[src/hw/rtl/cts_pkg.sv]
package cts_pkg;

    localparam int SLOTS       = 8;
    localparam int MAX_OUT     = 8;
    localparam int IDX_W       = (SLOTS > 1) ? $clog2(SLOTS) : 1;
    localparam int SNUM_W      = ($clog2(SLOTS + 1) > 4) ? $clog2(SLOTS + 1) : 4;
    localparam int OCNT_W      = $clog2(MAX_OUT + 1);
    localparam int IN_TDATA_W  = 48;
    localparam int OUT_TDATA_W = 16;

    typedef enum logic [1:0] {
        REQ_ADD      = 2'd0,
        REQ_DEL      = 2'd1,
        REQ_TICK     = 2'd2,
        REQ_DISPATCH = 2'd3
    } req_kind_t;

    localparam logic [1:0] STAT_OK    = 2'd0;
    localparam logic [1:0] STAT_FULL  = 2'd1;
    localparam logic [1:0] STAT_RANGE = 2'd2;

    typedef enum logic [1:0] {
        ST_IDLE,
        ST_SCAN,
        ST_DONE
    } state_t;

    typedef logic [IDX_W-1:0]  idx_t;
    typedef logic [SNUM_W-1:0] snum_t;
    typedef logic [OCNT_W-1:0] ocnt_t;

    typedef struct packed {
        logic [7:0]  task_code;
        logic [15:0] countdown;
        logic [15:0] interval;
        logic [7:0]  pending_runs;
    } slot_rec_t;

    typedef struct packed {
        req_kind_t   kind;
        logic [7:0]  task_code;
        logic [15:0] first_delay;
        logic [15:0] repeat_period;
        logic [5:0]  slot_index;
    } req_t;

    typedef struct packed {
        logic [1:0] status;
        logic [3:0] slot_number;
        logic [7:0] run_code;
        logic       run_valid;
    } res_t;

    function automatic res_t make_res(logic [1:0] status, snum_t num, logic [7:0] code,
                                      logic valid);
        res_t r;
        r.status      = status;
        r.slot_number = num[3:0];
        r.run_code    = code;
        r.run_valid   = valid;
        return r;
    endfunction

endpackage

[src/hw/rtl/cts_cell.sv]
// One slot of the ring: takes its neighbour's record whenever the ring turns.
module cts_cell
(
    input  logic                 clk,
    input  logic                 rst_n,
    input  logic                 shift,
    input  cts_pkg::slot_rec_t   rec_in,
    output cts_pkg::slot_rec_t   rec_out
);

    cts_pkg::slot_rec_t rec_reg;
    cts_pkg::slot_rec_t rec_next;

    always_comb
    begin
        rec_next = rec_reg;
        if (shift)
        begin
            rec_next = rec_in;
        end
    end

    always_ff @(posedge clk or negedge rst_n)
    begin
        if (!rst_n)
        begin
            rec_reg <= '0;
        end
        else
        begin
            rec_reg <= rec_next;
        end
    end

    assign rec_out = rec_reg;

endmodule

[src/hw/rtl/cts_slot_alu.sv]
// Update of the slot record at the head of the ring for the current request.
module cts_slot_alu
(
    input  cts_pkg::req_t       req,
    input  cts_pkg::slot_rec_t  rec,
    input  cts_pkg::idx_t       pos,
    input  logic                found,
    input  logic                room,
    output cts_pkg::slot_rec_t  rec_new,
    output logic                hit,
    output cts_pkg::res_t       res
);

    logic occupied;

    always_comb
    begin
        occupied = (rec.task_code != 8'd0);
        rec_new  = rec;
        hit      = 1'b0;
        res      = cts_pkg::make_res(cts_pkg::STAT_OK, cts_pkg::snum_t'(pos), 8'd0, 1'b0);

        case (req.kind)
            cts_pkg::REQ_ADD:
            begin
                // only the lowest free slot takes the task
                if (!occupied && !found)
                begin
                    hit                  = 1'b1;
                    rec_new.task_code    = req.task_code;
                    rec_new.countdown    = req.first_delay;
                    rec_new.interval     = req.repeat_period;
                    rec_new.pending_runs = 8'd0;
                end
            end
            cts_pkg::REQ_DEL:
            begin
                if (req.slot_index == 6'(pos))
                begin
                    hit     = 1'b1;
                    rec_new = '0;
                end
            end
            cts_pkg::REQ_TICK:
            begin
                if (occupied)
                begin
                    if (rec.countdown == 16'd0)
                    begin
                        rec_new.pending_runs = rec.pending_runs + 8'd1;
                        if (rec.interval != 16'd0)
                        begin
                            rec_new.countdown = rec.interval - 16'd1;
                        end
                    end
                    else
                    begin
                        rec_new.countdown = rec.countdown - 16'd1;
                    end
                end
            end
            cts_pkg::REQ_DISPATCH:
            begin
                if (occupied && rec.pending_runs != 8'd0 && room)
                begin
                    hit = 1'b1;
                    res = cts_pkg::make_res(cts_pkg::STAT_OK, cts_pkg::snum_t'(pos),
                                            rec.task_code, 1'b1);
                    rec_new.pending_runs = rec.pending_runs - 8'd1;
                    // one-shot task leaves the table once run
                    if (rec.interval == 16'd0)
                    begin
                        rec_new = '0;
                    end
                end
            end
            default:
            begin
                hit = 1'b0;
            end
        endcase
    end

endmodule

[src/hw/rtl/cooperative_task_scheduler_table.sv]
// Cooperative task scheduler table. The slot records sit in a ring of cells
// that turns by one slot per cycle unless held while an output word waits
// for m_tready; the slot at the head is updated by a single update unit and
// written back at the tail, so every request (add, delete, tick, dispatch)
// takes one full turn of the ring: it is accepted, all SLOTS slots are then
// scanned, and then its final result is issued. Dispatch words come out in
// slot order, and the last word of each request carries m_tlast. A tick
// produces no word, nor does a dispatch with nothing pending. New requests
// are taken while the previous final word still sits in the output register.
module cooperative_task_scheduler_table
(
    input  logic                                  clk,
    input  logic                                  rst_n,

    input  logic                                  s_tvalid,
    output logic                                  s_tready,
    // task_code[7:0], first_delay[23:8], repeat_period[39:24], slot_index[45:40]
    input  logic [cts_pkg::IN_TDATA_W-1:0]        s_tdata,
    // req_type[1:0]
    input  logic [1:0]                            s_tuser,

    output logic                                  m_tvalid,
    input  logic                                  m_tready,
    // status[1:0], slot_number[5:2], run_code[13:6], zero pad
    output logic [cts_pkg::OUT_TDATA_W-1:0]       m_tdata,
    // run_valid[0]
    output logic                                  m_tuser,
    output logic                                  m_tlast
);

    cts_pkg::state_t    state_reg, state_next;
    cts_pkg::req_t      req_reg, req_next;
    cts_pkg::idx_t      pos_reg, pos_next;
    cts_pkg::ocnt_t     count_reg, count_next;
    logic               hold_valid_reg, hold_valid_next;
    cts_pkg::res_t      hold_reg, hold_next;
    logic               out_valid_reg, out_valid_next;
    cts_pkg::res_t      out_reg, out_next;
    logic               out_last_reg, out_last_next;

    cts_pkg::slot_rec_t ring [cts_pkg::SLOTS];
    cts_pkg::slot_rec_t alu_rec;
    cts_pkg::res_t      alu_res;
    cts_pkg::res_t      final_res;
    logic               alu_hit;
    logic               shift;
    logic               out_free;
    logic               stall;
    logic               room;
    logic               final_valid;

    genvar k;
    generate
        for (k = 0; k < cts_pkg::SLOTS; k++)
        begin : g_cell
            if (k == cts_pkg::SLOTS - 1)
            begin : g_tail
                cts_cell u_cell
                (
                    .clk     (clk),
                    .rst_n   (rst_n),
                    .shift   (shift),
                    .rec_in  (alu_rec),
                    .rec_out (ring[k])
                );
            end
            else
            begin : g_mid
                cts_cell u_cell
                (
                    .clk     (clk),
                    .rst_n   (rst_n),
                    .shift   (shift),
                    .rec_in  (ring[k + 1]),
                    .rec_out (ring[k])
                );
            end
        end
    endgenerate

    assign room = (count_reg < cts_pkg::ocnt_t'(cts_pkg::MAX_OUT));

    cts_slot_alu u_alu
    (
        .req     (req_reg),
        .rec     (ring[0]),
        .pos     (pos_reg),
        .found   (hold_valid_reg),
        .room    (room),
        .rec_new (alu_rec),
        .hit     (alu_hit),
        .res     (alu_res)
    );

    always_comb
    begin
        state_next      = state_reg;
        req_next        = req_reg;
        pos_next        = pos_reg;
        count_next      = count_reg;
        hold_valid_next = hold_valid_reg;
        hold_next       = hold_reg;
        out_valid_next  = out_valid_reg;
        out_next        = out_reg;
        out_last_next   = out_last_reg;
        shift           = 1'b0;
        out_free        = !out_valid_reg || m_tready;
        stall           = 1'b0;
        final_valid     = 1'b0;
        final_res       = hold_reg;

        if (out_valid_reg && m_tready)
        begin
            out_valid_next = 1'b0;
        end

        case (req_reg.kind)
            cts_pkg::REQ_ADD:
            begin
                final_valid = 1'b1;
                if (!hold_valid_reg)
                begin
                    final_res = cts_pkg::make_res(cts_pkg::STAT_FULL,
                                                  cts_pkg::snum_t'(cts_pkg::SLOTS),
                                                  8'd0, 1'b0);
                end
            end
            cts_pkg::REQ_DEL:
            begin
                final_valid = 1'b1;
                if (!hold_valid_reg)
                begin
                    final_res = cts_pkg::make_res(cts_pkg::STAT_RANGE, '0, 8'd0, 1'b0);
                end
            end
            default:
            begin
                final_valid = hold_valid_reg;
            end
        endcase

        case (state_reg)
            cts_pkg::ST_IDLE:
            begin
                if (s_tvalid)
                begin
                    req_next.kind          = cts_pkg::req_kind_t'(s_tuser);
                    req_next.task_code     = s_tdata[7:0];
                    req_next.first_delay   = s_tdata[23:8];
                    req_next.repeat_period = s_tdata[39:24];
                    req_next.slot_index    = s_tdata[45:40];
                    pos_next               = '0;
                    count_next             = '0;
                    hold_valid_next        = 1'b0;
                    state_next             = cts_pkg::ST_SCAN;
                end
            end
            cts_pkg::ST_SCAN:
            begin
                // a second dispatch word needs the held one moved out first
                stall = alu_hit && hold_valid_reg && !out_free;
                if (!stall)
                begin
                    shift    = 1'b1;
                    pos_next = pos_reg + cts_pkg::idx_t'(1);
                    if (alu_hit)
                    begin
                        if (hold_valid_reg)
                        begin
                            out_valid_next = 1'b1;
                            out_next       = hold_reg;
                            out_last_next  = 1'b0;
                        end
                        hold_next       = alu_res;
                        hold_valid_next = 1'b1;
                        if (req_reg.kind == cts_pkg::REQ_DISPATCH)
                        begin
                            count_next = count_reg + cts_pkg::ocnt_t'(1);
                        end
                    end
                    if (pos_reg == cts_pkg::idx_t'(cts_pkg::SLOTS - 1))
                    begin
                        state_next = cts_pkg::ST_DONE;
                    end
                end
            end
            cts_pkg::ST_DONE:
            begin
                if (!final_valid)
                begin
                    state_next = cts_pkg::ST_IDLE;
                end
                else if (out_free)
                begin
                    out_valid_next  = 1'b1;
                    out_next        = final_res;
                    out_last_next   = 1'b1;
                    hold_valid_next = 1'b0;
                    state_next      = cts_pkg::ST_IDLE;
                end
            end
            default:
            begin
                state_next = cts_pkg::ST_IDLE;
            end
        endcase
    end

    always_ff @(posedge clk or negedge rst_n)
    begin
        if (!rst_n)
        begin
            state_reg      <= cts_pkg::ST_IDLE;
            pos_reg        <= '0;
            count_reg      <= '0;
            hold_valid_reg <= 1'b0;
            out_valid_reg  <= 1'b0;
        end
        else
        begin
            state_reg      <= state_next;
            pos_reg        <= pos_next;
            count_reg      <= count_next;
            hold_valid_reg <= hold_valid_next;
            out_valid_reg  <= out_valid_next;
        end
    end

    always_ff @(posedge clk)
    begin
        req_reg      <= req_next;
        hold_reg     <= hold_next;
        out_reg      <= out_next;
        out_last_reg <= out_last_next;
    end

    assign s_tready = (state_reg == cts_pkg::ST_IDLE);
    assign m_tvalid = out_valid_reg;
    assign m_tdata  = {1'b0, out_reg.run_code, out_reg.slot_number, out_reg.status, 1'b0} >> 1;
    assign m_tuser  = out_reg.run_valid;
    assign m_tlast  = out_last_reg;

    // nothing is held between requests
    a_hold_idle: assert property (@(posedge clk) disable iff (!rst_n)
        state_reg == cts_pkg::ST_IDLE |-> !hold_valid_reg)
        else $error("held result left over in idle");

    // the final word goes out as soon as the output register is free
    a_done_exit: assert property (@(posedge clk) disable iff (!rst_n)
        (state_reg == cts_pkg::ST_DONE && out_free) |=> state_reg == cts_pkg::ST_IDLE)
        else $error("final word not issued");

    a_count_max: assert property (@(posedge clk) disable iff (!rst_n)
        count_reg <= cts_pkg::ocnt_t'(cts_pkg::MAX_OUT))
        else $error("dispatch count beyond limit");

    // an add never has to wait on the output during its scan
    a_add_nostall: assert property (@(posedge clk) disable iff (!rst_n)
        (state_reg == cts_pkg::ST_SCAN && req_reg.kind == cts_pkg::REQ_ADD) |-> !stall)
        else $error("add scan stalled");

endmodule

[config.mk]
export PLATFORM = sky130hd
export DESIGN_NAME = cooperative_task_scheduler_table
export DESIGN_NICKNAME = d
export VERILOG_FILES = /design/src/hw/rtl/cts_pkg.sv /design/src/hw/rtl/cts_cell.sv /design/src/hw/rtl/cts_slot_alu.sv /design/src/hw/rtl/cooperative_task_scheduler_table.sv
export SDC_FILE = /design/constraint.sdc
export NUM_CORES = 1
export LEC_CHECK = 0
export ABC_AREA = 1
export CAP_MARGIN = 20
export CORE_ASPECT_RATIO = 1.75
export CORE_MARGIN = 2
export CORE_UTILIZATION = 45
export CTS_BUF_LIST = sky130_fd_sc_hd__clkbuf_8
export DETAILED_ROUTE_END_ITERATION = 10
export DONT_BUFFER_PORTS = 1
export HOLD_SLACK_MARGIN = 0.1
export PLACE_DENSITY = 0.66
export SYNTH_ARGS = -nofsm -noshare
export SYNTH_HDL_FRONTEND = slang
export SYNTH_HIERARCHICAL = 1
export SYNTH_SLANG_ARGS = --single-unit
[constraint.sdc]
create_clock -name clk -period 2.9 [get_ports clk]
set_input_delay 0.58 -clock clk [delete_from_list [all_inputs] [get_ports clk]]
set_output_delay 0.58 -clock clk [all_outputs]
set_load 0.1 [all_outputs]
Yosys cells after proc, flatten, opt, wreduce, memory -nomap -nowiden. Cells that the tools add are included.

$add $sub $neg: 6. Mux-type cells: 63. Equality and inequality tests: 16. Order comparisons: 1. Reductions and logical operators: 30. Bitwise gates (word level): 1.

Operators with widths (number): 48-bit 2-to-1 mux (4); 15-bit 2-to-1 mux (7); 16-bit case mux with 4 select lines (1); 15-bit case mux with 2 select lines (2); 16-bit 2-to-1 mux (3); 16-bit case mux with 3 select lines (1); 16-bit zero test (2); 8-bit case mux with 4 select lines (1); 16-bit by 1-bit subtractor with 16-bit output (second input constant) (2); 8-bit case mux with 3 select lines (1); 1-bit 2-to-1 mux (22); 4-bit 2-to-1 mux (4); 8-bit 2-to-1 mux (2); 2-bit != test (second input constant) (8); 16-bit nonzero test (1); 8-bit nonzero test (2); 6-bit AND reduction (2); 2-bit 2-to-1 mux (5); 9-bit 2-to-1 mux (1); 8-bit by 1-bit adder with 8-bit output (second input constant) (1); 4-bit case mux with 2 select lines (1); 8-bit by 1-bit subtractor with 8-bit output (second input constant) (1); 2-bit == test (second input constant) (3); 6-bit by 3-bit == test with 1-bit output (1); 23 further kinds (39).

Flip-flop bits (word level): 474. Input port bits: 54. Word-level logic and storage cells: 169.

Logic depth before layout (Yosys ltp). Gate-level depths: netlist of the first run.

Word-level depth: 9. Depth in mapped cells: 20. Depth with buffers taken out: 17.

Modules after synthesis. The synthesis of the first run kept the hierarchy.

Modules (own cells, without submodules): cts_cell (instances 8, cells an instance 203, area an instance 1805.5 um^2); cooperative_task_scheduler_table (instances 1, cells an instance 224, area an instance 3311.9 um^2); cts_slot_alu (instances 1, cells an instance 604, area an instance 3259.4 um^2).

Worst setup path after synthesis of the first run. OpenSTA, ideal clock, no wires.

Path kind: register -> register. From: reg req_reg[47] (netlist name). To: reg out_reg, in the netlist m_tdata[0] (enable). Stages on the path, launching flop included: 11. Path slack: -0.034 ns. Data arrival time: 2.540 ns. Path buffers: 1. Setup time: 0.394 ns. Path through: edfxtp_1 -> buf_4 -> nor2_1 -> inv_2 -> nor2_8 -> inv_1 -> o311ai_0 -> nand2_2 -> inv_2 -> nand3_1 -> a21oi_1.

Word-level cells in the longest chain between the ends: 6.

RTL lines: start: declaration (RTL line cooperative_task_scheduler_table.sv:32) `cts_pkg::req_t req_reg, req_next;`; start signal: assignment (RTL line cooperative_task_scheduler_table.sv:231) `req_reg <= req_next;`; 2-bit == test, or another cell as far along (RTL line cts_slot_alu.sv:23) `case (req.kind)`; 1-bit case mux with 3 select lines * (RTL line cts_slot_alu.sv:23); net alu_hit (RTL line cooperative_task_scheduler_table.sv:45) `logic alu_hit;`; 1-bit logical AND (2 in a row) (RTL line cooperative_task_scheduler_table.sv:161) `stall = alu_hit && hold_valid_reg && !out_free;`; 2-bit != test (no line); 6-bit AND reduction (no line) *; end signal: assignment (RTL line cooperative_task_scheduler_table.sv:233) `out_reg <= out_next;`; end: declaration (RTL line cooperative_task_scheduler_table.sv:38) `cts_pkg::res_t out_reg, out_next;`.

Mark *: on every way through the listed nets, which the timed path passes. The rest lies on a longest branch. A chain may end at the register's enable or synchronous reset.

Worst setup path after layout of the first run.
From: reg g_cell[0].g_mid.u_cell.rec_reg, in the netlist g_cell[0].g_mid.u_cell/rec_out[0]. To: reg g_cell[6].g_mid.u_cell.rec_reg, in the netlist g_cell[6].g_mid.u_cell/rec_out[12].

Word-level cells in the longest chain between the ends: 9.

RTL lines: start: declaration (RTL line cts_cell.sv:11) `cts_pkg::slot_rec_t rec_reg;`; start signal: assignment (RTL line cts_cell.sv:31) `rec_reg <= rec_next;`; 8-bit nonzero test (RTL line cts_slot_alu.sv:64) `if (occupied && rec.pending_runs != 8'd0 && room)`; 1-bit logical AND (2 in a row) (RTL line cts_slot_alu.sv:64); 1-bit 2-to-1 mux (RTL line cts_slot_alu.sv:64); 1-bit case mux with 3 select lines (RTL line cts_slot_alu.sv:23); net alu_hit (RTL line cooperative_task_scheduler_table.sv:45); 1-bit logical AND (2 in a row) (RTL line cooperative_task_scheduler_table.sv:161); 1-bit 2-to-1 mux (RTL line cooperative_task_scheduler_table.sv:162) `if (!stall)`; 1-bit 2-to-1 mux (RTL line cooperative_task_scheduler_table.sv:142) `case (state_reg)`; net shift (RTL line cooperative_task_scheduler_table.sv:46) `logic shift;`; end signal: assignment (RTL line cts_cell.sv:31); end: declaration (RTL line cts_cell.sv:11).

The timed path passes the listed nets, and every way through them passes these cells.

==> results of run 1 <==
==> power by group <==
group	leakage [nW]	internal (mW)	total (mW)	switching, mW
combinational	5.74	4.08	12.8	8.77
sequential	6.14	8.96	10.7	1.75
clock	0.765	2.65	5.15	2.50
total	12.6	15.7	28.7	13.0
==> final cells by class <==
cell class | count | area, µm²
fill | 4413 | 22400
clock buffer | 82 | 1130
sequential | 474 | 12300
clock inverter | 37 | 190
multi-input combinational | 1753 | 7640
tap | 583 | 729
antenna | 4 | 10.0
timing repair buffer | 120 | 1290
inverter | 116 | 453
==> repair_timing <==
item / in CTS / in global routing
gates resized for setup: 4 / 5
gates cloned: 1 / 2
setup endpoints to repair: 383 / 331
pin swaps: 0 / 0
hold endpoints to repair: 443 / 395
==> metrics by stage <==
step / hold WS, ns / instances
2_1_floorplan: 0.284 / 2455
3_3_place_gp: 0.322 / 2995
3_5_place_dp: 0.315 / 2995
4_1_cts: -0.371 / 3163
5_1_grt: -0.373 / 3169
6_report: -0.330 / 3169
==> cell usage in the layout (no fill, tap or decap), types with 28 or more instances in the layout <==
cell / netlist / routed
nand2_1: 1364 / 1362
dfrtp_1: 395 / 395
inv_1: 92 / 114
nor2_1: 91 / 90
clkbuf_8: 0 / 82
edfxtp_1: 79 / 79
nand3_1: 71 / 71
buf_4: 43 / 52
dlygate4sd3_1: 0 / 48
o21ai_0: 28 / 28
==> layer usage <==
metal | share of wire (%) | routed length, µm | global-route usage (%)
met5 | 0 | 0 | 0
met4 | 4.2 | 2280 | 11.2
met2 | 53 | 28700 | 41.1
met3 | 3.5 | 1870 | 2.89
met1 | 39 | 21000 | 25.7
==> cells by family after synthesis <==
| kind of cell | count (synthesis) | synth area share (%) |
|---|---|---|
| DFF | 474 | 58.3 |
| other | 2 | 0.0357 |
| xor gates and xnor gates | 21 | 0.875 |
| and+or+nand+nor | 1587 | 30.2 |
| adders and majority gates | 12 | 0.714 |
| buffers and inverters | 228 | 5.52 |
| AOI/OAI and AO/OA | 128 | 4.30 |
==> critical path, delay by kind of cell, from the launching register on <==
family	cells	cell delay (ns)
flops	1	0.35
simple gates	8	0.91
fa+ha+maj	1	0.22
compound gates	1	0.15
buf+inv	8	0.97
==> worst max path at each step <==
stage	from	to	slack (ns)	cells after the start
detailed placement	g_cell[0].g_mid.u_cell/rec_out[0]$_DFFE_PN0P_	g_cell[6].g_mid.u_cell/rec_out[13]$_DFFE_PN0P_	-0.15	18
global route	g_cell[0].g_mid.u_cell/rec_out[0]$_DFFE_PN0P_	g_cell[1].g_mid.u_cell/rec_out[35]$_DFFE_PN0P_	0.001	18
global placement	g_cell[0].g_mid.u_cell/rec_out[0]$_DFFE_PN0P_	g_cell[5].g_mid.u_cell/rec_out[41]$_DFFE_PN0P_	-0.04	18
finish	g_cell[0].g_mid.u_cell/rec_out[0]$_DFFE_PN0P_	g_cell[6].g_mid.u_cell/rec_out[12]$_DFFE_PN0P_	0.17	18
floorplan	state_reg[0]$_DFFE_PN0P_	req_reg[0]$_DFFE_PP_	0.1	4
CTS	g_cell[0].g_mid.u_cell/rec_out[0]$_DFFE_PN0P_	g_cell[5].g_mid.u_cell/rec_out[12]$_DFFE_PN0P_	0.02	18
==> metrics.yaml, run 1 <==
route:
  dr.pass1.iters: 9
  vias: 16200
  remaining_drc_errors: 1
  drtIter0Drc: 1171
  ant_nets: 0
  drt-vias-per-instance: 5.10
  wirelength_mm: 53.9
  drt-wirelength-per-cell_um: 17.0
timing:
  tns_ns: 0
  slew_headroom_pct: -37.9
  setup_viol: 0
  worstMarginPinSlew_ns: 2.07
  hold_viol: 149
  rsz0062_at_grt: "no"
  fin_crit_sh_pct: 94.0
  finalCriticalPeriod_ns: 2.73
  fmax_mhz: 367
  setup_slack_ns: 0.174
  fin_skew_ns: 0.0273
  slew_violations: 242
  hold_ws_ns: -0.330
synthesis:
  post-synth-top-count-cell: "nand2_1"
  synth_cells: 2452
  avgSynthCellArea_um2: 8.57
  synth_edf_count: 79
  synthTopCellsByArea: "dfrtp_1 47%, nand2_1 24%, edfxtp_1 11%"
  synth_warnings: 6
  netlist_top_cells_count: "1364 x nand2_1, 395 x dfrtp_1, 92 x inv_1"
  syn_area_um2: 21000
  ys.flop_type: "dfrtp_1"
  yosysUniqueCellTypes: 45
  synth_top_area_share_pct: 47.0
  synth_seq_cells: 474
  seq_area_frac_synth_pct: 58.3
  synth_area_leader_cell: "dfrtp_1"
  async_flop_share_pct: 83.3
floorplan:
  die_h_um: 290
  start_util_pct: 45.6
  die_area_um2: 48500
  io-pin-count: 74
  coreArea_um2: 46100
  rows: 104
  die_width_um: 167
cts:
  clock-sinks: 474
  cts-root-buf: "clkbuf_8"
  numCtsBuffers: 69
  clkLatencyLatePin_ns: 0.62
  clkTransAtPathRegs_ns: 0.06
  clockBufferDepth: 3
  cts_tree: "done"
  post-cts-setup-buffers: 0
  cts_hold_buf: 48
  htreeDepth: 3
layout:
  drive_gt1_share_pct: 9.88
  largest_reg_flops: 336
  areaGrowthSynthToFinish_pct: 12.7
  fin_nets: 2600
  final_util_pct: 51.4
  final_cell_area_um2: 23700
global_route:
  grt_pass1_wl_mm: 86.0
  grt_pass1_vias: 16300
  grt-ovfl-total: 0
  grt_max_degree: 396
  antenna_found_initial: 4
  grt_usage_pct: 22.5
run:
  cap_violations: 0
critical_path:
  critPathKind: "flop to flop"
  ff2ff_path_depth: 18
  r2r_slack_ns: 0.17
  cp_max_fo: 24
  r2r-start: "g_cell[0].g_mid.u_cell/rec_out[0]$_DFFE_PN0P_"
  end_kind: "flop"
  arrival_ns: 3.27
  slowest_stage: "dfrtp_1"
  max_stage_delay_ns: 0.35
  cp_common_cell: "nand2_1"
  crit_chain: "inv_1 > ha_1 > nand4_1 > buf_4 > nand3_1 > nor2_4 > clkinv_1 > o311ai_1 > nand2_2 > inv_2 > nand2_1 > nand2_4 > inv_8 > buf_12 > inv_4 > clkbuf_16 > nand2_1 > nand2_1"
  worstPathRequired_ns: 3.44
  rr_endpoint: "g_cell[6].g_mid.u_cell/rec_out[12]$_DFFE_PN0P_"
  cp-start-kind: "flop"
placed_design:
  io_buffer_count: 0
  hpwl_mm: 34.6
  gp_congestion: 0.890
  post-place-ws_ns: -0.146
  placed_area_um2: 21800
outcome:
  status: "finished, violations left"
  violations: "DRC, hold timing, slew limit"
power_and_ir_drop:
  ir_worst_vdd_mv: 0.635
  p_per_area_nw_per_um2: 1210
  power_mw: 28.7
  leakage_nw: 12.6
hold_path:
  min_path_type: "primary input to async pin"
No activity file was read; power rests on OpenSTA's default activity.
==> run 2, diff against run 1 <==
CORE_UTILIZATION = 30   (was 45)
PLACE_DENSITY = 0.49   (was 0.66)
==> metrics.yaml, run 2 (synthesized netlist as in run 1, its figures left out) <==
layout:
  final_util_pct: 35.5  # -16 points
  instances_no_fill: 3549  # +12%
  drive_gt1_share_pct: 11.6  # +1.7 points
  largest_reg_flops: 336  # unchanged
  fin_nets: 2643  # +1.7%
  final_common_cell: "nand2_1"
  layout_common_cells: "1363 x nand2_1, 395 x dfrtp_1, 113 x inv_1"
  areaGrowthSynthToFinish_pct: 17.5
  fillers: 7297  # +65%
critical_path:
  cp-start-kind: "flop"
  worstPathRequired_ns: 3.45  # about the same
  end_kind: "flop"
  cp_max_fo: 20  # -17%
  critPathKind: "flop to flop"
  arrival_ns: 3.13  # -0.14 ns
  ff2ff_path_depth: 18  # unchanged
route:
  remaining_drc_errors: 0  # -1
  wirelength_mm: 57.4  # +6.5%
  drt-met1-wl_mm: 23.4  # +12%
  drt-vias-per-instance: 4.50  # -12%
  dr.pass1.iters: 5  # -4
  drt-wirelength-per-cell_um: 16.2  # -4.9%
  ant_nets: 0  # unchanged
  vias: 16000  # -1.2%
  top_layer: "met4"
  drtIter0Drc: 994  # -15%
  wl_met3_mm: 1.72  # -7.7%
  met2WireLength_mm: 29.8  # +3.7%
timing:
  slew_headroom_pct: -5.74  # +32 points
  tns_ns: 0  # unchanged
  setup_viol: 0  # unchanged
  hold_viol: 395  # +170%
  worstMarginPinSlew_ns: 1.59  # -0.483 ns
  fmax_mhz: 388  # +5.7%
  setup_slack_ns: 0.321  # +0.147 ns
  fin_skew_ns: 0.0365  # +0.00928 ns
  finalCriticalPeriod_ns: 2.58  # -0.147 ns
  hold_ws_ns: -0.343  # -0.0130 ns
  slew_violations: 91  # -62%
  rsz0062_at_grt: "no"
  fin_crit_sh_pct: 88.9  # -5.1 points
cts:
  clkTransAtPathRegs_ns: 0.06  # about the same
  clockBufferDepth: 3  # unchanged
  cts_tree: "done"
  clock-sinks: 474  # unchanged
  cts_hold_buf: 48  # unchanged
  numCtsBuffers: 77  # +12%
  cts-root-buf: "clkbuf_8"
  clkLatencyLatePin_ns: 0.68  # +0.06 ns
  htreeDepth: 3  # unchanged
outcome:
  violations: "hold timing, slew limit"
  status: "finished, violations left"
power_and_ir_drop:
  sequentialPowerShare_pct: 35.7  # -1.6 points
  power_frac_comb_pct: 44.7  # about the same
  p_sw_mw: 13.4  # +3.0%
  ir_worst_vdd_mv: 0.669  # +5.4%
  sw_frac_of_total_pct: 44.6  # -0.78 points
  p_per_area_nw_per_um2: 1220  # +0.49%
  p_clk_share_pct: 19.7  # +1.7 points
  leakage_nw: 13.0  # +2.6%
  internal_power_mw: 16.7  # +6.3%
global_route:
  grt_pass1_wl_mm: 92.3  # +7.4%
  antenna_found_initial: 2  # -2
  grt_max_degree: 396  # unchanged
  grt_usage_pct: 16.4  # -6.1 points
  grt_pass1_vias: 16800  # +2.9%
  grt-ovfl-total: 0  # unchanged
hold_path:
  min_path_type: "primary input to async pin"
placed_design:
  gp_congestion: 0.838  # -5.8%
  hpwl_mm: 39.3  # +13%
  post-place-ws_ns: 0.173  # +0.319 ns
  io_buffer_count: 0  # unchanged
  placed_cells: 3360  # +12%
floorplan:
  start_util_pct: 30.2  # -15 points
  die_h_um: 354  # +22%
  coreArea_um2: 69500  # +51%
  die_width_um: 204  # +22%
  rows: 128  # +23%
  die_area_um2: 72300  # +49%
  io-pin-count: 74  # unchanged
run:
  cap_violations: 0  # unchanged
## run 2: area by class of cell
type	count	area [µm²]	share of cell area [%]
Multi-Input combinational cell	1753	7620	30.8
Antenna cell	2	5.00	0.0203
Inverter	116	450	1.82
Tap cell	910	1140	4.61
Clock buffer	93	1280	5.18
Timing Repair Buffer	155	1670	6.76
Clock inverter	46	282	1.14
Sequential cell	474	12300	49.6
## run 2: per-stage QoR
stage	total power, mW	hold WS (ns)	cell area, µm²
3_3_place_gp	24.2	0.324	22600
5_1_grt	32.4	-0.384	24700
6_report	30.1	-0.343	24700
4_1_cts	30.5	-0.425	24700
3_5_place_dp	24.3	0.320	22600
2_1_floorplan	19.7	0.284	21000
## run 2: power by group through the flow
stage                     clock [mW]  combinational, mW  sequential (mW)
after floorplan                    0               9.27             10.4
after global placement             0               13.4             10.8
after detailed placement           0               13.5             10.8
after CTS                       6.17               13.6             10.7
after global routing            6.44               15.0             11.0
final                           5.91               13.4             10.7
## run 2: per-layer routing
layer  vias to the layer above  track usage, %
met2                       268            29.7
li1                       7899               -
met4                         0            7.97
met3                       115            2.30
met5                         -               0
met1                      7682            18.9
## run 2: timing repair
item,4_1_cts,5_1_grt
buffers inserted,0,0
hold endpoints to repair,443,395
setup endpoints to repair,0,391
resized for setup,0,6
## run 2: critical path, stage by stage (launching register included)
cell	delay, ns
dfrtp_1	0.34
inv_1	0.05
ha_1	0.22
nand4_1	0.10
buf_4	0.16
nand3_1	0.12
nor2_2	0.17
clkinv_1	0.11
o311ai_1	0.13
nand2_2	0.11
inv_2	0.08
nand2_1	0.06
nand2_1	0.08
buf_4	0.14
inv_8	0.08
buf_12	0.20
buf_12	0.16
nand2_1	0.07
nand2_1	0.06
## run 2: path summary, 6_finish.rpt
path | startpoint | end | slack, ns
min in group clk | m_tready | m_tvalid$_DFF_PN0_ | 0.19
min | rst_n | g_cell[2].g_mid.u_cell/rec_out[6]$_DFFE_PN0P_ | -0.34
max reg2reg | g_cell[0].g_mid.u_cell/rec_out[0]$_DFFE_PN0P_ | g_cell[6].g_mid.u_cell/rec_out[31]$_DFFE_PN0P_ | 0.32
min reg2reg | g_cell[2].g_mid.u_cell/rec_out[30]$_DFFE_PN0P_ | g_cell[1].g_mid.u_cell/rec_out[30]$_DFFE_PN0P_ | 0.46
max | g_cell[0].g_mid.u_cell/rec_out[0]$_DFFE_PN0P_ | g_cell[6].g_mid.u_cell/rec_out[31]$_DFFE_PN0P_ | 0.32
max in group asynchronous | rst_n | g_cell[0].g_mid.u_cell/rec_out[44]$_DFFE_PN0P_ | 2.00
==> run 3, diff against run 2 <==
--- a/config.mk
+++ b/config.mk
@@ -7,3 +7,3 @@
 export LEC_CHECK = 0
-export ABC_AREA = 1
+export ABC_AREA = 0
 export CAP_MARGIN = 20
==> constraint.sdc (replaced) <==
create_clock -name clk -period 2.9 [get_ports clk]
set_input_delay 0.87 -clock clk [delete_from_list [all_inputs] [get_ports clk]]
set_output_delay 0.87 -clock clk [all_outputs]
set_load 0.1 [all_outputs]
==> metrics.yaml, run 3 <==
outcome:
  status: "finished, violations left"
  violations: "hold timing, setup timing"
global_route:
  grt_max_degree: 396  # unchanged
  grt_usage_pct: 12.2  # -4.3 points
  grt_pass1_vias: 12600  # -25%
  grt_pass1_wl_mm: 68.3  # -26%
  antenna_found_initial: 2  # unchanged
  grt-ovfl-total: 0  # unchanged
floorplan:
  die_width_um: 202  # -0.95%
  die_area_um2: 70900  # -1.9%
  die_h_um: 351  # -0.96%
  io-pin-count: 74  # unchanged
  start_util_pct: 30.2  # -0.074 points
  coreArea_um2: 68300  # -1.7%
  rows: 127  # -0.78%
timing:
  tns_ns: -30.07  # -30.07 ns
  hold_ws_ns: -0.0850  # +0.258 ns
  slew_violations: 0  # -100%
  finalCriticalPeriod_ns: 3.03  # +0.452 ns
  setup_viol: 382  # +382
  hold_viol: 59  # -85%
  worstMarginPinSlew_ns: 1.10  # -0.482 ns
  fmax_mhz: 330  # -15%
  rsz0062_at_grt: "yes"
  slew_headroom_pct: 25.8  # +32 points
  fin_crit_sh_pct: 105  # +16 points
  fin_skew_ns: 0.0225  # -0.0140 ns
  setup_slack_ns: -0.131  # -0.452 ns
placed_design:
  placed_area_um2: 22400  # -0.91%
  gp_congestion: 0.850  # +1.4%
  placed_cells: 2350  # -30%
  hpwl_mm: 28.3  # -28%
  io_buffer_count: 0  # unchanged
power_and_ir_drop:
  power_mw: 30.6  # +1.6%
  internal_power_mw: 20.1  # +20%
  sw_frac_of_total_pct: 34.3  # -10 points
  ir_worst_vdd_mv: 0.426  # -36%
  p_clk_share_pct: 18.2  # -1.5 points
  power_frac_comb_pct: 47.5  # +2.8 points
  sequentialPowerShare_pct: 34.3  # -1.4 points
  p_sw_mw: 10.5  # -22%
  leakage_nw: 11.9  # -8.3%
  p_per_area_nw_per_um2: 1200  # -1.2%
synthesis:
  seq_area_frac_synth_pct: 59.5  # +1.2 points
  synth_top_area_share_pct: 48.0  # +0.93 points
  synth_area_leader_cell: "dfrtp_1"
  post-synth-top-count-cell: "dfrtp_1"
  synth_edf_count: 79  # unchanged
  synth_seq_cells: 474  # unchanged
  syn_area_um2: 20600  # -1.9%
  avgSynthCellArea_um2: 14.9  # +74%
  ys.flop_type: "dfrtp_1"
  synthTopCellsByArea: "dfrtp_1 48%, mux2_2 12%, mux2_4 12%"
  netlist_top_cells_count: "395 x dfrtp_1, 224 x mux2_2, 160 x mux2_4"
  synth_cells: 1382  # -44%
  yosysUniqueCellTypes: 76  # +69%
  async_flop_share_pct: 83.3  # unchanged
  synth_warnings: 6  # unchanged
cts:
  clockBufferDepth: 3  # unchanged
  numCtsBuffers: 75  # -2.6%
  clock-sinks: 474  # unchanged
  clkTransAtPathRegs_ns: 0.07  # about the same
  cts-root-buf: "clkbuf_8"
  htreeDepth: 3  # unchanged
  clkLatencyLatePin_ns: 0.65  # -0.03 ns
  cts_tree: "done"
layout:
  regArea_um2: 12300  # unchanged
  multi_input_area_um2: 8300  # +9.0%
  instances_no_fill: 2521  # -29%
  layout_common_cells: "395 x dfrtp_1, 304 x mux2_4, 109 x buf_4"
  final_common_cell: "dfrtp_1"
  fillers: 6599  # -9.6%
  largest_reg_flops: 336  # unchanged
  drive_gt1_share_pct: 43.2  # +32 points
  final_cell_area_um2: 25400  # +2.9%
  fin_nets: 1626  # -38%
  areaGrowthSynthToFinish_pct: 23.3
  final_util_pct: 37.2  # +1.6 points
route:
  drt-vias-per-instance: 4.67  # +3.7%
  wirelength_mm: 46.3  # -19%
  drtIter0Drc: 483  # -51%
  dr.pass1.iters: 5  # unchanged
  remaining_drc_errors: 0  # unchanged
  vias: 11800  # -26%
  ant_nets: 0  # unchanged
  drt-wirelength-per-cell_um: 18.4  # +14%
critical_path:
  slowest_stage: "or4b_4"
  cp-start-kind: "flop"
  crit_chain: "inv_2 > ha_4 > or4b_4 > nor4_4 > o31ai_2 > and2_4 > and4b_2 > nor2_4 > buf_8 > clkbuf_16 > clkbuf_16 > mux2_2"
  arrival_ns: 3.56  # +0.43 ns
  cp_common_cell: "clkbuf_16"
  startpoint: "g_cell[0].g_mid.u_cell/rec_out[0]$_DFFE_PN0P_"
  r2r_slack_ns: -0.13  # -0.45 ns
  cp_max_fo: 8  # -60%
  max_stage_delay_ns: 0.48  # +0.14 ns
  r2r-start: "g_cell[0].g_mid.u_cell/rec_out[0]$_DFFE_PN0P_"
  end_kind: "flop"
  critPathKind: "flop to flop"
  worstPathRequired_ns: 3.43  # -0.02 ns
  cpLargestDelayFamily: "simple AND/OR/NAND/NOR gates"
  critical_path_buf_inv_count: 4  # -4
run:
  cap_violations: 0  # unchanged
hold_path:
  min_path_type: "primary input to async pin"
## run 3: power groups by stage
stage | sequential (mW) | combinational [mW] | clock [mW]
final | 10.5 | 14.5 | 5.56
after global routing | 10.8 | 15.5 | 6.15
after detailed placement | 10.5 | 11.9 | 0
after floorplan | 10.8 | 8.53 | 0
after global placement | 10.5 | 11.8 | 0
after CTS | 10.4 | 12.0 | 5.86
## run 3: metrics by stage
step	setup slack, ns	hold slack [ns]
final	-0.131	-0.0850
after global routing	-0.245	-0.122
after CTS	-0.164	-0.154
after detailed placement	-0.161	0.488
after global placement	-0.192	0.483
after floorplan	-0.375	0.475
## run 3: area by class of cell
cell class              count  share of cell area (%)
flip-flops and latches    474                    48.2
diodes                      2                  0.0197
inverters                  17                   0.251
well taps                 903                    4.45
multi-input cells         817                    32.7
clock inverters            49                    1.18
clock buffers              84                    4.55
repair buffers            175                    8.63
## run 3: worst paths after layout
path / endpoint / cells past startpoint
max in group asynchronous: g_cell[3].g_mid.u_cell/rec_out[34]$_DFFE_PN0P_ / 0
min in group clk: req_reg[23]$_DFFE_PP_ / 0
hold reg to reg: g_cell[5].g_mid.u_cell/rec_out[46]$_DFFE_PN0P_ / 1
setup / recovery: g_cell[6].g_mid.u_cell/rec_out[39]$_DFFE_PN0P_ / 12
hold / removal: g_cell[7].g_tail.u_cell/rec_out[43]$_DFFE_PN0P_ / 0
setup reg to reg: g_cell[6].g_mid.u_cell/rec_out[39]$_DFFE_PN0P_ / 12
## run 3: layer usage
| layer | part of all wire [%] | global-route usage, % |
|---|---|---|
| met2 | 53 | 21.3 |
| met4 | 4.4 | 7.28 |
| met1 | 40 | 13.9 |
| met5 | 0 | 0 |
| met3 | 2.9 | 2.04 |
## run 3: kinds of logic after synthesis
kind of cell | after synthesis | share of synthesized area, %
AO/OA/AOI/OAI | 158 | 5.25
XOR/XNOR | 19 | 0.807
adder cells (fa/ha/maj) | 12 | 0.729
buffers and inverters | 94 | 3.16
flip-flops | 474 | 59.5
multiplexers | 393 | 24.3
other | 2 | 0.0364
AND/OR/NAND/NOR | 230 | 6.21
## run 3: repair_timing
item                                    4_1_cts  5_1_grt
gates resized for setup                      10      208
hold endpoints to repair                    395      395
pin swaps                                     0        5
endpoints found under the setup margin      381      401
cloned                                        0       27
buffers inserted                              0        9
